## src/rtl/wrpm_pkg.sv

```systemverilog
// Shared types and constants for the windowed RMS and peak level meter.
// Holds the sample and result transaction structs and the register map.
// No dependencies.
`default_nettype none

package wrpm_pkg;

  // Sample width in bits, signed Q1.23
  localparam int SAMPLE_BITS = 24;
  localparam int INDEX_BITS = 32;

  // Register map: one 32-bit register, byte address 4*index
  localparam int ADDR_BITS = 3;
  localparam logic [0:0] REG_WINDOW_LENGTH = 1'b0;
  localparam int WINDOW_LENGTH_RESET = 2205;
  localparam int CFG_FIELD_BITS = 16;

  // One stereo sample pair
  typedef struct packed {
    logic signed [SAMPLE_BITS-1:0] left_sample;
    logic signed [SAMPLE_BITS-1:0] right_sample;
  } sample_t;

  // One window result
  typedef struct packed {
    logic [INDEX_BITS-1:0]  window_end_index;
    logic [SAMPLE_BITS-1:0] rms_left;
    logic [SAMPLE_BITS-1:0] rms_right;
    logic [SAMPLE_BITS-1:0] peak_left;
    logic [SAMPLE_BITS-1:0] peak_right;
  } result_t;

endpackage

`default_nettype wire

```

## src/rtl/wrpm_sub.sv

```systemverilog
// Shared compare-and-subtract unit used by the divider and square root steps.
// Gives a - b and whether a >= b. Depends on nothing.
`default_nettype none

module wrpm_sub #(
  parameter int WIDTH = 35
) (
  input  wire logic [WIDTH-1:0] a,
  input  wire logic [WIDTH-1:0] b,
  output logic      [WIDTH-1:0] diff,
  output logic                  ge
);

  logic [WIDTH:0] wide;

  // one subtract with borrow out
  assign wide = {1'b0, a} - {1'b0, b};
  assign diff = wide[WIDTH-1:0];
  assign ge   = ~wide[WIDTH];

endmodule

`default_nettype wire

```

## src/rtl/wrpm_core.sv

```systemverilog
// Sequencer and datapath of the level meter: squaring, accumulation, peaks,
// and the bit-serial divide and square root at each window close.
// Depends on wrpm_pkg and wrpm_sub.
`default_nettype none

module wrpm_core #(
  parameter int WINDOW_BITS = 16,
  parameter int CFG_W = 16
) (
  input  wire logic                 clk,
  input  wire logic                 rst,
  input  wire logic [CFG_W-1:0]     win_len,
  input  wire logic                 sample_valid,
  output logic                      sample_ready,
  input  wire wrpm_pkg::sample_t    sample,
  output logic                      result_valid,
  input  wire logic                 result_ready,
  output wrpm_pkg::result_t         result
);

  localparam int S       = wrpm_pkg::SAMPLE_BITS;
  localparam int W       = WINDOW_BITS;
  localparam int SUM_RAW = 2 * S - 1 + W;
  localparam int SUM_W   = (SUM_RAW > 64) ? 64 : SUM_RAW;
  localparam int SQW     = SUM_W + (SUM_W % 2);
  localparam int ROOT_W  = SQW / 2;
  localparam int RW      = ((W + 1) > (ROOT_W + 1)) ? (W + 1) : (ROOT_W + 1);
  localparam int UW      = RW + 2;
  localparam int STEP_W  = $clog2(SQW);
  localparam int IDX_W   = wrpm_pkg::INDEX_BITS;

  // sequencer states
  localparam logic [3:0] ST_IDLE = 4'd0;
  localparam logic [3:0] ST_SQL  = 4'd1;
  localparam logic [3:0] ST_SQR  = 4'd2;
  localparam logic [3:0] ST_ACR  = 4'd3;
  localparam logic [3:0] ST_DLD  = 4'd4;
  localparam logic [3:0] ST_DIV  = 4'd5;
  localparam logic [3:0] ST_SLD  = 4'd6;
  localparam logic [3:0] ST_SQRT = 4'd7;
  localparam logic [3:0] ST_DONE = 4'd8;

  logic [3:0]        state;
  logic              ch;
  logic [STEP_W-1:0] step;

  // accumulated window state
  logic [SUM_W-1:0]  acc_l, acc_r;
  logic [S-1:0]      peak_l, peak_r;
  logic [W-1:0]      cnt;
  logic [IDX_W-1:0]  seen;

  // working registers
  logic [S-1:0]      mag_l, mag_r;
  logic [2*S-1:0]    prod;
  logic [SQW-1:0]    num;
  logic [RW-1:0]     rem;
  logic [ROOT_W-1:0] root;
  logic [S-1:0]      rms_l, rms_r;

  logic              accept;
  logic              load_out;
  logic              close;
  logic [S-1:0]      in_mag_l, in_mag_r;
  logic [S-1:0]      mul_a;
  logic [2*S-1:0]    mul_ext;
  logic [SUM_W:0]    sum;
  logic [SUM_W-1:0]  sum_sat;
  logic [W-1:0]      limit;
  logic [W:0]        divisor;
  logic [UW-1:0]     op_a, op_b, op_diff;
  logic              op_ge;
  logic [ROOT_W-1:0] root_next;

  assign sample_ready = (state == ST_IDLE) & ~rst;
  assign accept       = sample_valid & sample_ready;
  assign load_out     = (state == ST_DONE) & (~result_valid | result_ready);

  // magnitude of a two's complement sample; most negative code maps to 2^(S-1)
  assign in_mag_l = sample.left_sample[S-1]  ? (~sample.left_sample + 1'b1)
                                             : sample.left_sample;
  assign in_mag_r = sample.right_sample[S-1] ? (~sample.right_sample + 1'b1)
                                             : sample.right_sample;

  // shared squarer and saturating accumulator adder
  assign mul_a   = (state == ST_SQL) ? mag_l : mag_r;
  assign mul_ext = {{S{1'b0}}, mul_a};
  assign sum     = {1'b0, ((state == ST_SQR) ? acc_l : acc_r)}
                 + {{(SUM_W + 1 - 2 * S){1'b0}}, prod};
  assign sum_sat = sum[SUM_W] ? {SUM_W{1'b1}} : sum[SUM_W-1:0];

  // window close test; a zero length acts as one, a wrapped count closes
  assign limit   = (win_len == '0) ? W'(1) : {{(W - CFG_W){1'b0}}, win_len};
  assign close   = (cnt == '0) || (cnt >= limit);
  assign divisor = (cnt == '0) ? {1'b1, {W{1'b0}}} : {1'b0, cnt};

  // operand select for the shared subtract unit
  always_comb begin
    if (state == ST_SQRT) begin
      op_a = {rem, num[SQW-1:SQW-2]};
      op_b = {{(RW - ROOT_W){1'b0}}, root, 2'b01};
    end else begin
      op_a = {1'b0, rem, num[SQW-1]};
      op_b = {{(UW - W - 1){1'b0}}, divisor};
    end
  end

  wrpm_sub #(.WIDTH(UW)) u_sub (
    .a    (op_a),
    .b    (op_b),
    .diff (op_diff),
    .ge   (op_ge)
  );

  assign root_next = {root[ROOT_W-2:0], op_ge};

  // sequencer and window state
  always_ff @(posedge clk) begin
    if (rst) begin
      state        <= ST_IDLE;
      ch           <= 1'b0;
      step         <= '0;
      acc_l        <= '0;
      acc_r        <= '0;
      peak_l       <= '0;
      peak_r       <= '0;
      cnt          <= '0;
      seen         <= '0;
      result_valid <= 1'b0;
    end else begin
      // output register: loaded at window close, cleared once taken
      if (load_out) begin
        result_valid <= 1'b1;
      end else if (result_ready) begin
        result_valid <= 1'b0;
      end
      unique case (state)
        ST_IDLE: begin
          if (accept) begin
            if (in_mag_l > peak_l) begin
              peak_l <= in_mag_l;
            end
            if (in_mag_r > peak_r) begin
              peak_r <= in_mag_r;
            end
            cnt   <= cnt + 1'b1;
            seen  <= seen + 1'b1;
            state <= ST_SQL;
          end
        end
        ST_SQL: begin
          state <= ST_SQR;
        end
        ST_SQR: begin
          acc_l <= sum_sat;
          state <= ST_ACR;
        end
        ST_ACR: begin
          acc_r <= sum_sat;
          ch    <= 1'b0;
          state <= close ? ST_DLD : ST_IDLE;
        end
        ST_DLD: begin
          step  <= '0;
          state <= ST_DIV;
        end
        ST_DIV: begin
          step <= step + 1'b1;
          if (step == STEP_W'(SQW - 1)) begin
            state <= ST_SLD;
          end
        end
        ST_SLD: begin
          step  <= '0;
          state <= ST_SQRT;
        end
        ST_SQRT: begin
          step <= step + 1'b1;
          if (step == STEP_W'(ROOT_W - 1)) begin
            ch    <= 1'b1;
            state <= ch ? ST_DONE : ST_DLD;
          end
        end
        ST_DONE: begin
          if (load_out) begin
            acc_l  <= '0;
            acc_r  <= '0;
            peak_l <= '0;
            peak_r <= '0;
            cnt    <= '0;
            state  <= ST_IDLE;
          end
        end
        default: begin
          state <= ST_IDLE;
        end
      endcase
    end
  end

  // datapath registers
  always_ff @(posedge clk) begin
    if (accept) begin
      mag_l <= in_mag_l;
      mag_r <= in_mag_r;
    end
    if (state == ST_SQL || state == ST_SQR) begin
      prod <= mul_ext * mul_ext;
    end
    unique case (state)
      ST_DLD: begin
        num <= {{(SQW - SUM_W){1'b0}}, (ch ? acc_r : acc_l)};
        rem <= '0;
      end
      ST_DIV: begin
        // restoring divide, one quotient bit per cycle
        num <= {num[SQW-2:0], op_ge};
        rem <= op_ge ? op_diff[RW-1:0] : op_a[RW-1:0];
      end
      ST_SLD: begin
        rem  <= '0;
        root <= '0;
      end
      ST_SQRT: begin
        // digit-by-digit square root, one root bit per cycle
        num  <= {num[SQW-3:0], 2'b00};
        rem  <= op_ge ? op_diff[RW-1:0] : op_a[RW-1:0];
        root <= root_next;
        if (step == STEP_W'(ROOT_W - 1)) begin
          if (ch) begin
            rms_r <= root_next[S-1:0];
          end else begin
            rms_l <= root_next[S-1:0];
          end
        end
      end
      default: begin
      end
    endcase
    if (load_out) begin
      result.window_end_index <= seen;
      result.rms_left         <= rms_l;
      result.rms_right        <= rms_r;
      result.peak_left        <= peak_l;
      result.peak_right       <= peak_r;
    end
  end

`ifndef NO_ASSERTIONS
  // an accepted sample always goes straight to squaring
  a_accept_to_square: assert property (@(posedge clk) disable iff (rst)
    accept |=> (state == ST_SQL))
    else $error("accepted sample did not start squaring");

  // a result only appears out of the final sequencer state
  a_result_from_done: assert property (@(posedge clk) disable iff (rst)
    $rose(result_valid) |-> ($past(state) == ST_DONE))
    else $error("result raised outside window close");

  // closing a window clears its accumulators
  a_window_cleared: assert property (@(posedge clk) disable iff (rst)
    load_out |=> (cnt == '0 && acc_l == '0 && acc_r == '0 && peak_l == '0))
    else $error("window state not cleared after close");

  // partial remainder of the divider stays below the divisor
  a_rem_bound: assert property (@(posedge clk) disable iff (rst)
    (state == ST_DIV && step != '0) |-> ({1'b0, rem} < {{(RW - W){1'b0}}, divisor}))
    else $error("divider remainder out of range");
`endif

endmodule

`default_nettype wire

```

## src/rtl/windowed_rms_peak_meter.sv

```systemverilog
// Stereo windowed RMS and peak meter. Each accepted sample pair passes through
// magnitude, two squares on one shared multiplier, and accumulate before
// sample_ready returns. A sample that closes a window adds the bit-serial divide
// and square root for each channel on one shared subtract unit, over SQW bits,
// the even-rounded accumulator width (64 at WINDOW_BITS = 16). The result
// sits in an output register; the next sample is accepted while it waits, but
// the following window close holds until it is taken. window_length is written
// through the APB port at byte address 0.
`default_nettype none

module windowed_rms_peak_meter #(
  parameter int WINDOW_BITS = 16
) (
  input  wire logic                           clk,
  input  wire logic                           rst,
  // configuration port
  input  wire logic                           psel,
  input  wire logic                           penable,
  input  wire logic                           pwrite,
  input  wire logic [wrpm_pkg::ADDR_BITS-1:0] paddr,
  input  wire logic [31:0]                    pwdata,
  output logic      [31:0]                    prdata,
  output logic                                pready,
  // sample channel
  input  wire logic                           sample_valid,
  output logic                                sample_ready,
  input  wire wrpm_pkg::sample_t              sample,
  // result channel
  output logic                                result_valid,
  input  wire logic                           result_ready,
  output wrpm_pkg::result_t                   result
);

  localparam int CFG_W = (WINDOW_BITS < wrpm_pkg::CFG_FIELD_BITS) ? WINDOW_BITS
                                                                  : wrpm_pkg::CFG_FIELD_BITS;

  logic [CFG_W-1:0] win_len;
  logic             reg_hit;
  logic             wr_en;

  assign pready  = 1'b1;
  assign reg_hit = (paddr[2:2] == wrpm_pkg::REG_WINDOW_LENGTH);
  assign wr_en   = psel & penable & pwrite & pready & reg_hit;

  // window length register
  always_ff @(posedge clk) begin
    if (rst) begin
      win_len <= CFG_W'(wrpm_pkg::WINDOW_LENGTH_RESET);
    end else if (wr_en) begin
      win_len <= CFG_W'(pwdata[wrpm_pkg::CFG_FIELD_BITS-1:0]);
    end
  end

  // register read
  assign prdata = reg_hit ? {{(32 - CFG_W){1'b0}}, win_len} : 32'd0;

  wrpm_core #(
    .WINDOW_BITS (WINDOW_BITS),
    .CFG_W       (CFG_W)
  ) u_core (
    .clk          (clk),
    .rst          (rst),
    .win_len      (win_len),
    .sample_valid (sample_valid),
    .sample_ready (sample_ready),
    .sample       (sample),
    .result_valid (result_valid),
    .result_ready (result_ready),
    .result       (result)
  );

endmodule

`default_nettype wire
```

## config.mk

```make
export PLATFORM = sky130hd
export DESIGN_NAME = windowed_rms_peak_meter
export DESIGN_NICKNAME = d
export VERILOG_FILES = /design/src/rtl/wrpm_pkg.sv /design/src/rtl/wrpm_sub.sv /design/src/rtl/wrpm_core.sv /design/src/rtl/windowed_rms_peak_meter.sv
export SDC_FILE = /design/constraint.sdc
export NUM_CORES = 2
export LEC_CHECK = 0
export BUFFER_PORTS_ARGS = -buffer_cell sky130_fd_sc_hd__buf_2
export CAP_MARGIN = 10
export CORE_UTILIZATION = 58
export CTS_BUF_LIST = sky130_fd_sc_hd__clkbuf_8
export CTS_CLUSTER_DIAMETER = 30
export DETAILED_ROUTE_END_ITERATION = 16
export HOLD_SLACK_MARGIN = 0.15
export PLACE_DENSITY = 0.79
export SLEW_MARGIN = 15
export SYNTH_ARGS = -nofsm -noshare
export SYNTH_HDL_FRONTEND = slang
export SYNTH_HIERARCHICAL = 1
export SYNTH_SLANG_ARGS = --single-unit
```

## constraint.sdc

```tcl
create_clock -name clk -period 9.2 [get_ports clk]
set_input_delay 0.92 -clock clk [delete_from_list [all_inputs] [get_ports clk]]
set_output_delay 0.92 -clock clk [all_outputs]
set_load 0.01 [all_outputs]
```

[Yosys cells after proc, flatten, opt, wreduce, memory -nomap -nowiden]
Index checks and enable logic that the tools add are counted.
Storage, ports and cells
  input port bits: 90
  memory bits (writable): 0
  bits in latches: 0
  logic and storage cells: 130
  memories kept: 0
  ROM bits: 0
  register bits after elaboration: 651
Operators by class
  add/subtract/negate cells: 7
  eq/ne operators: 16
  reduce and logical (&&, ||, !) cells: 25
  muxes and demuxes: 40
  div/mod/pow operators: 0
  multipliers: 1
  $lt $le $gt $ge: 3
  bitwise gates (word level): 14
  shift-type cells: 0
Operators with widths (count)
  $mux 63: 4
  $pmux 63 s2: 2
  $mux 24: 8
  $pmux 64 s3: 1
  $pmux 24 s2: 2
  $pmux 33 s2: 1
  $add 63x48->64: 1
  $mux 16: 4
  $pmux 32 s2: 1
  $add 24x1->24 const B: 2
  $gt 24x24->1: 2
  $mul 24x24->48: 1
  $not 24->24: 2
  $pmux 4 s9: 1
  $sub 35x34->36: 1
  $mux 35: 1
  $mux 34: 1
  $mux 33: 1
  $add 32x1->32 const B: 1
  $logic_not 16->1: 2
  $pmux 16 s2: 1
  $mux 4: 5
  $mux 17: 1
  $add 16x1->16 const B: 1
  other kinds (25): 59

[Longest topological paths before layout]
  word-level depth: 7
  mapped depth: 35
  depth with buffers taken out: 31

[Hierarchy]
Netlist, hierarchy kept.
Modules (own cells, without submodules)
  wrpm_core: cells an instance 4870, times used 1, area each 47011.3 um^2
  wrpm_sub: cells an instance 326, times used 1, area each 2127.0 um^2
  windowed_rms_peak_meter: cells an instance 106, times used 1, area each 957.2 um^2

[Worst setup path before layout]
OpenSTA, ideal clock, no wires.
  path kind: register to register
  start: register u_core.state[0]
  end: register u_core.prod[46] (data pin)
  stages on the path, launching flop included: 33
  data required time: 8.939 ns
  arrival: 8.417 ns
  slack: 0.522 ns
  library setup time: 0.261 ns
  clock period less this slack: 8.678 ns
  buffers on the path: 3
  cell sequence: dfxtp_1 > buf_2 > inv_1 > nor4_1 > buf_2 > mux2i_1 > clkinv_1 > clkbuf_1 > nand2_1 > inv_1 > fa_1 > inv_1 > fa_1 > inv_1 > fa_1 > inv_1 > fa_1 > inv_1 > fa_1 > fa_1 > inv_1 > fa_1 > inv_1 > ha_1 > inv_1 > nor3_1 > o211ai_1 > a221oi_1 > a31o_2 > a31oi_1 > a31oi_1 > nor2_1 > a311o_1
On the way
  longest elaborated chain between the ends: 3
Ends and longest elaborated chain
  start: declaration: line wrpm_core.sv:43  | logic [3:0] state;
  start signal: assignment: line wrpm_core.sv:161  | state <= close ? ST_DLD : ST_IDLE;
  start signal: assignment: line wrpm_core.sv:181  | state <= ch ? ST_DONE : ST_DLD;
  $eq 4x1->1: line wrpm_core.sv:86  | assign mul_a = (state == ST_SQL) ? mag_l : mag_r;
  $mux 24: line wrpm_core.sv:86
  $mul 24x24->48: line wrpm_core.sv:208  | prod <= mul_ext * mul_ext;
  end signal: assignment: line wrpm_core.sv:208
  end: declaration: line wrpm_core.sv:55  | logic [2*S-1:0] prod;
Every way passes these cells.
A chain may end at the register's enable or synchronous reset.

[Final worst setup path]
  start: register u_core.state[2]
  end: register u_core.prod[46] (data pin)
The elaborated chain is that of the path after synthesis.

==> summary by stage <==
Final layout
The finished layout holds about 6800 standard cells, fillers aside. In the final design database the tool counted approximately 6400 nets. The area used by multi-input combinational logic is 29100 um^2.

Compared with the post-synthesis result, the final layout area differs by 10.6%. The sequential standard cell area is between 15000 and 20000 um^2. In the final layout, the share of cells above drive strength 1 is 10.9%.

The filler cell count in the final layout is 6671. The final instance area is ~55000 um^2.

Timing
The post-route fraction of the period consumed by the critical path is 95.3%. For the final database, setup skew stands at between 60 and 70 ps. Setup total negative slack on the finished layout was measured at 0 ps. The max-slew violation count is 0. Setup violations remaining at the end of the flow were counted as 0. The worst path in the final design needs a cycle of roughly 8800 ps, including I/O delays and setup.

The upper clock frequency limit is about 110 MHz. The final-report hold violation count is 0. The worst setup margin is approximately 430 ps. The worst pin sits at a relative slew slack of between 20% and 30%. For the pin with the worst max-slew slack, the measured transition is around 1100 ps. Setup repair after global routing left no endpoint under its margin.

CTS
In this run, CTS created clock tree buffers numbering 135. The clock tree from TritonCTS is yes. The H-tree depth is 4. The clock network latency to the later pin of the worst-skew pair is approximately 840 ps. CTS placed an instance of clkbuf_8 at the clock tree root. The clock passes through at most 3 buffers. The number of buffers inserted for hold repair after clock tree synthesis is 0. The clock slew at the register clock pins of the worst setup and hold paths is ~60 ps. The clock sink count is 650.

After clock tree synthesis, the setup repair step added 0 buffers.

Die
The die is around 300 um tall. The floorplan row count is approximately 110. The die width is about 300 um. The total I/O pin count is 253. The die outline area is between 80000 and 90000 um^2.

The initial utilization of the core area, before any placement, comes to 58.6%. The total area inside the core boundary comes to approximately 85000 um^2.

Global routing
The final global-route overflow total is 0. Global routing consumed, over all layers together, 28.7% of the routing resources. Entering global routing, the biggest net connects 83 pins.

The first global-routing pass estimated between 150000 and 200000 um of wire. The via count of the first global-routing pass is ~39000. The initial antenna violation count is 5.

Detailed routing
The remaining number of nets flagged by the antenna check after routing is 0. The number of detailed-routing iterations run before antenna repair is 8. The final routed wire length divided by cell count is 18.2 um. For this block, the routed nets add up to approximately 120000 um of wire. The number of remaining DRC errors is 0.

The mean number of vias per cell is approximately 5.7. The count of vias placed by the detailed router is 38522. After the first detailed-routing iteration, the DRC count stood at 2764.

Synth
The mapped netlist covers between 50000 and 60000 um^2. Yosys printed 6 warnings. A synthesized cell averages about 9.5 um^2. The post-synthesis instance total is 5287.

Run status
The flow ran to the end, and the final reports show no timing, DRC or antenna violations.

Critical path
Setup slack on the worst reg-to-reg path comes out at approximately 430 ps. The worst path arrival time is between 9000 and 10000 ps. Counting stages on the worst path, the most repeated cell is inv_1.

The worst register-to-register path ends at u_core/prod[46]. The maximum fanout along the worst path is 30. Among all stages on the critical path, the largest delay is contributed by fa_1.

The classification of the worst setup path is flip-flop to flip-flop. The endpoint class of the critical path is a flip-flop. The largest single stage delay on the critical path is approximately 540 ps.

The worst setup path is launched from a flip-flop. The endpoint required time on the critical path is roughly 9800 ps. In this run the critical register-to-register path is launched from u_core/state[2]. The cell count of the worst reg-to-reg path is 31.

Placed design
The congestion estimate from routability-driven global placement came to 0.939. The number of instances in the placed design is between 6000 and 7000. The number of buffer cells added on primary ports is ~220. The placed instances occupy a cell area of between 50000 and 60000 um^2. The detailed-placement wirelength estimate is slightly above 90000 um. OpenSTA, run right after detailed placement, puts the worst setup slack at 501 ps.

Flow run
The total of max-cap violations is 0.

Min path
The end point of the most critical hold path is u_core/mag_r[0]. The source of the worst hold timing path is sample[0]. Counting instances, the worst hold path has a depth of 1. The path type of the worst min-delay path is input pin to flip-flop.
worst max-delay path by stage:
stage                          from               to  cells after the start
global placement    u_core/state[2]  u_core/prod[46]                     31
global route        u_core/state[0]  u_core/prod[46]                     32
detailed placement  u_core/state[2]  u_core/prod[46]                     31
floorplan           u_core/state[0]  u_core/prod[46]                     32
finish              u_core/state[2]  u_core/prod[46]                     31
CTS                 u_core/state[2]  u_core/prod[46]                     31
registers in the layout (all words and copies together), names as in the netlist, 32 cells and up:
signal	count
u_core/root	32
u_core/num	64
u_core/result	128
u_core/seen	32
u_core/prod	47
u_core/rem	33
u_core/acc_r	63
u_core/acc_l	63
repair_timing:
item                                    in CTS  in global routing
endpoints found under the hold margin        0                  0
gates resized for setup                      0                  1
endpoints found under the setup margin       0                  1
metrics by stage:
step	utilization, %	hold WS, ps
2_1_floorplan	-	400
3_3_place_gp	61.5	401
3_5_place_dp	61.5	405
4_1_cts	64.8	279
5_1_grt	64.9	325
6_report	64.9	359
placed cells by master, fill, tap and decap left out, types with 142 or more instances in the layout:
master    instances
a21oi_1         315
buf_2           216
clkbuf_8        142
dfxtp_1         248
edfxtp_1        400
fa_1            433
ha_1            321
inv_1           801
nand2_1         697
nor2_1          346
o21ai_0         191
routing by layer:
layer	routed length (um)	track usage (%)
met1	49500	35.5
met2	58800	48.0
met3	9850	6.45
met4	5060	13.3
met5	0	0
worst max-delay path: cells and delay by family, from the launching register on:
family / cells / cell delay (ps)
muxes: 1 / 290
DFF: 1 / 410
buffers and inverters: 12 / 1480
AOI/OAI and AO/OA: 6 / 1590
and+or+nand+nor: 4 / 710
adders and majority gates: 8 / 3910
layout make-up:
type	count	share of cell area, %
Inverter	778	5.29
Antenna cell	5	0.0226
Clock inverter	108	1.66
Sequential cell	650	30.8
Timing Repair Buffer	323	3.47
Clock buffer	142	3.53
Multi-Input combinational cell	3630	52.7
Tap cell	1144	2.59
Power is not shown: default switching activity piles up to over one toggle a cycle in this logic, so the estimate is an artifact.
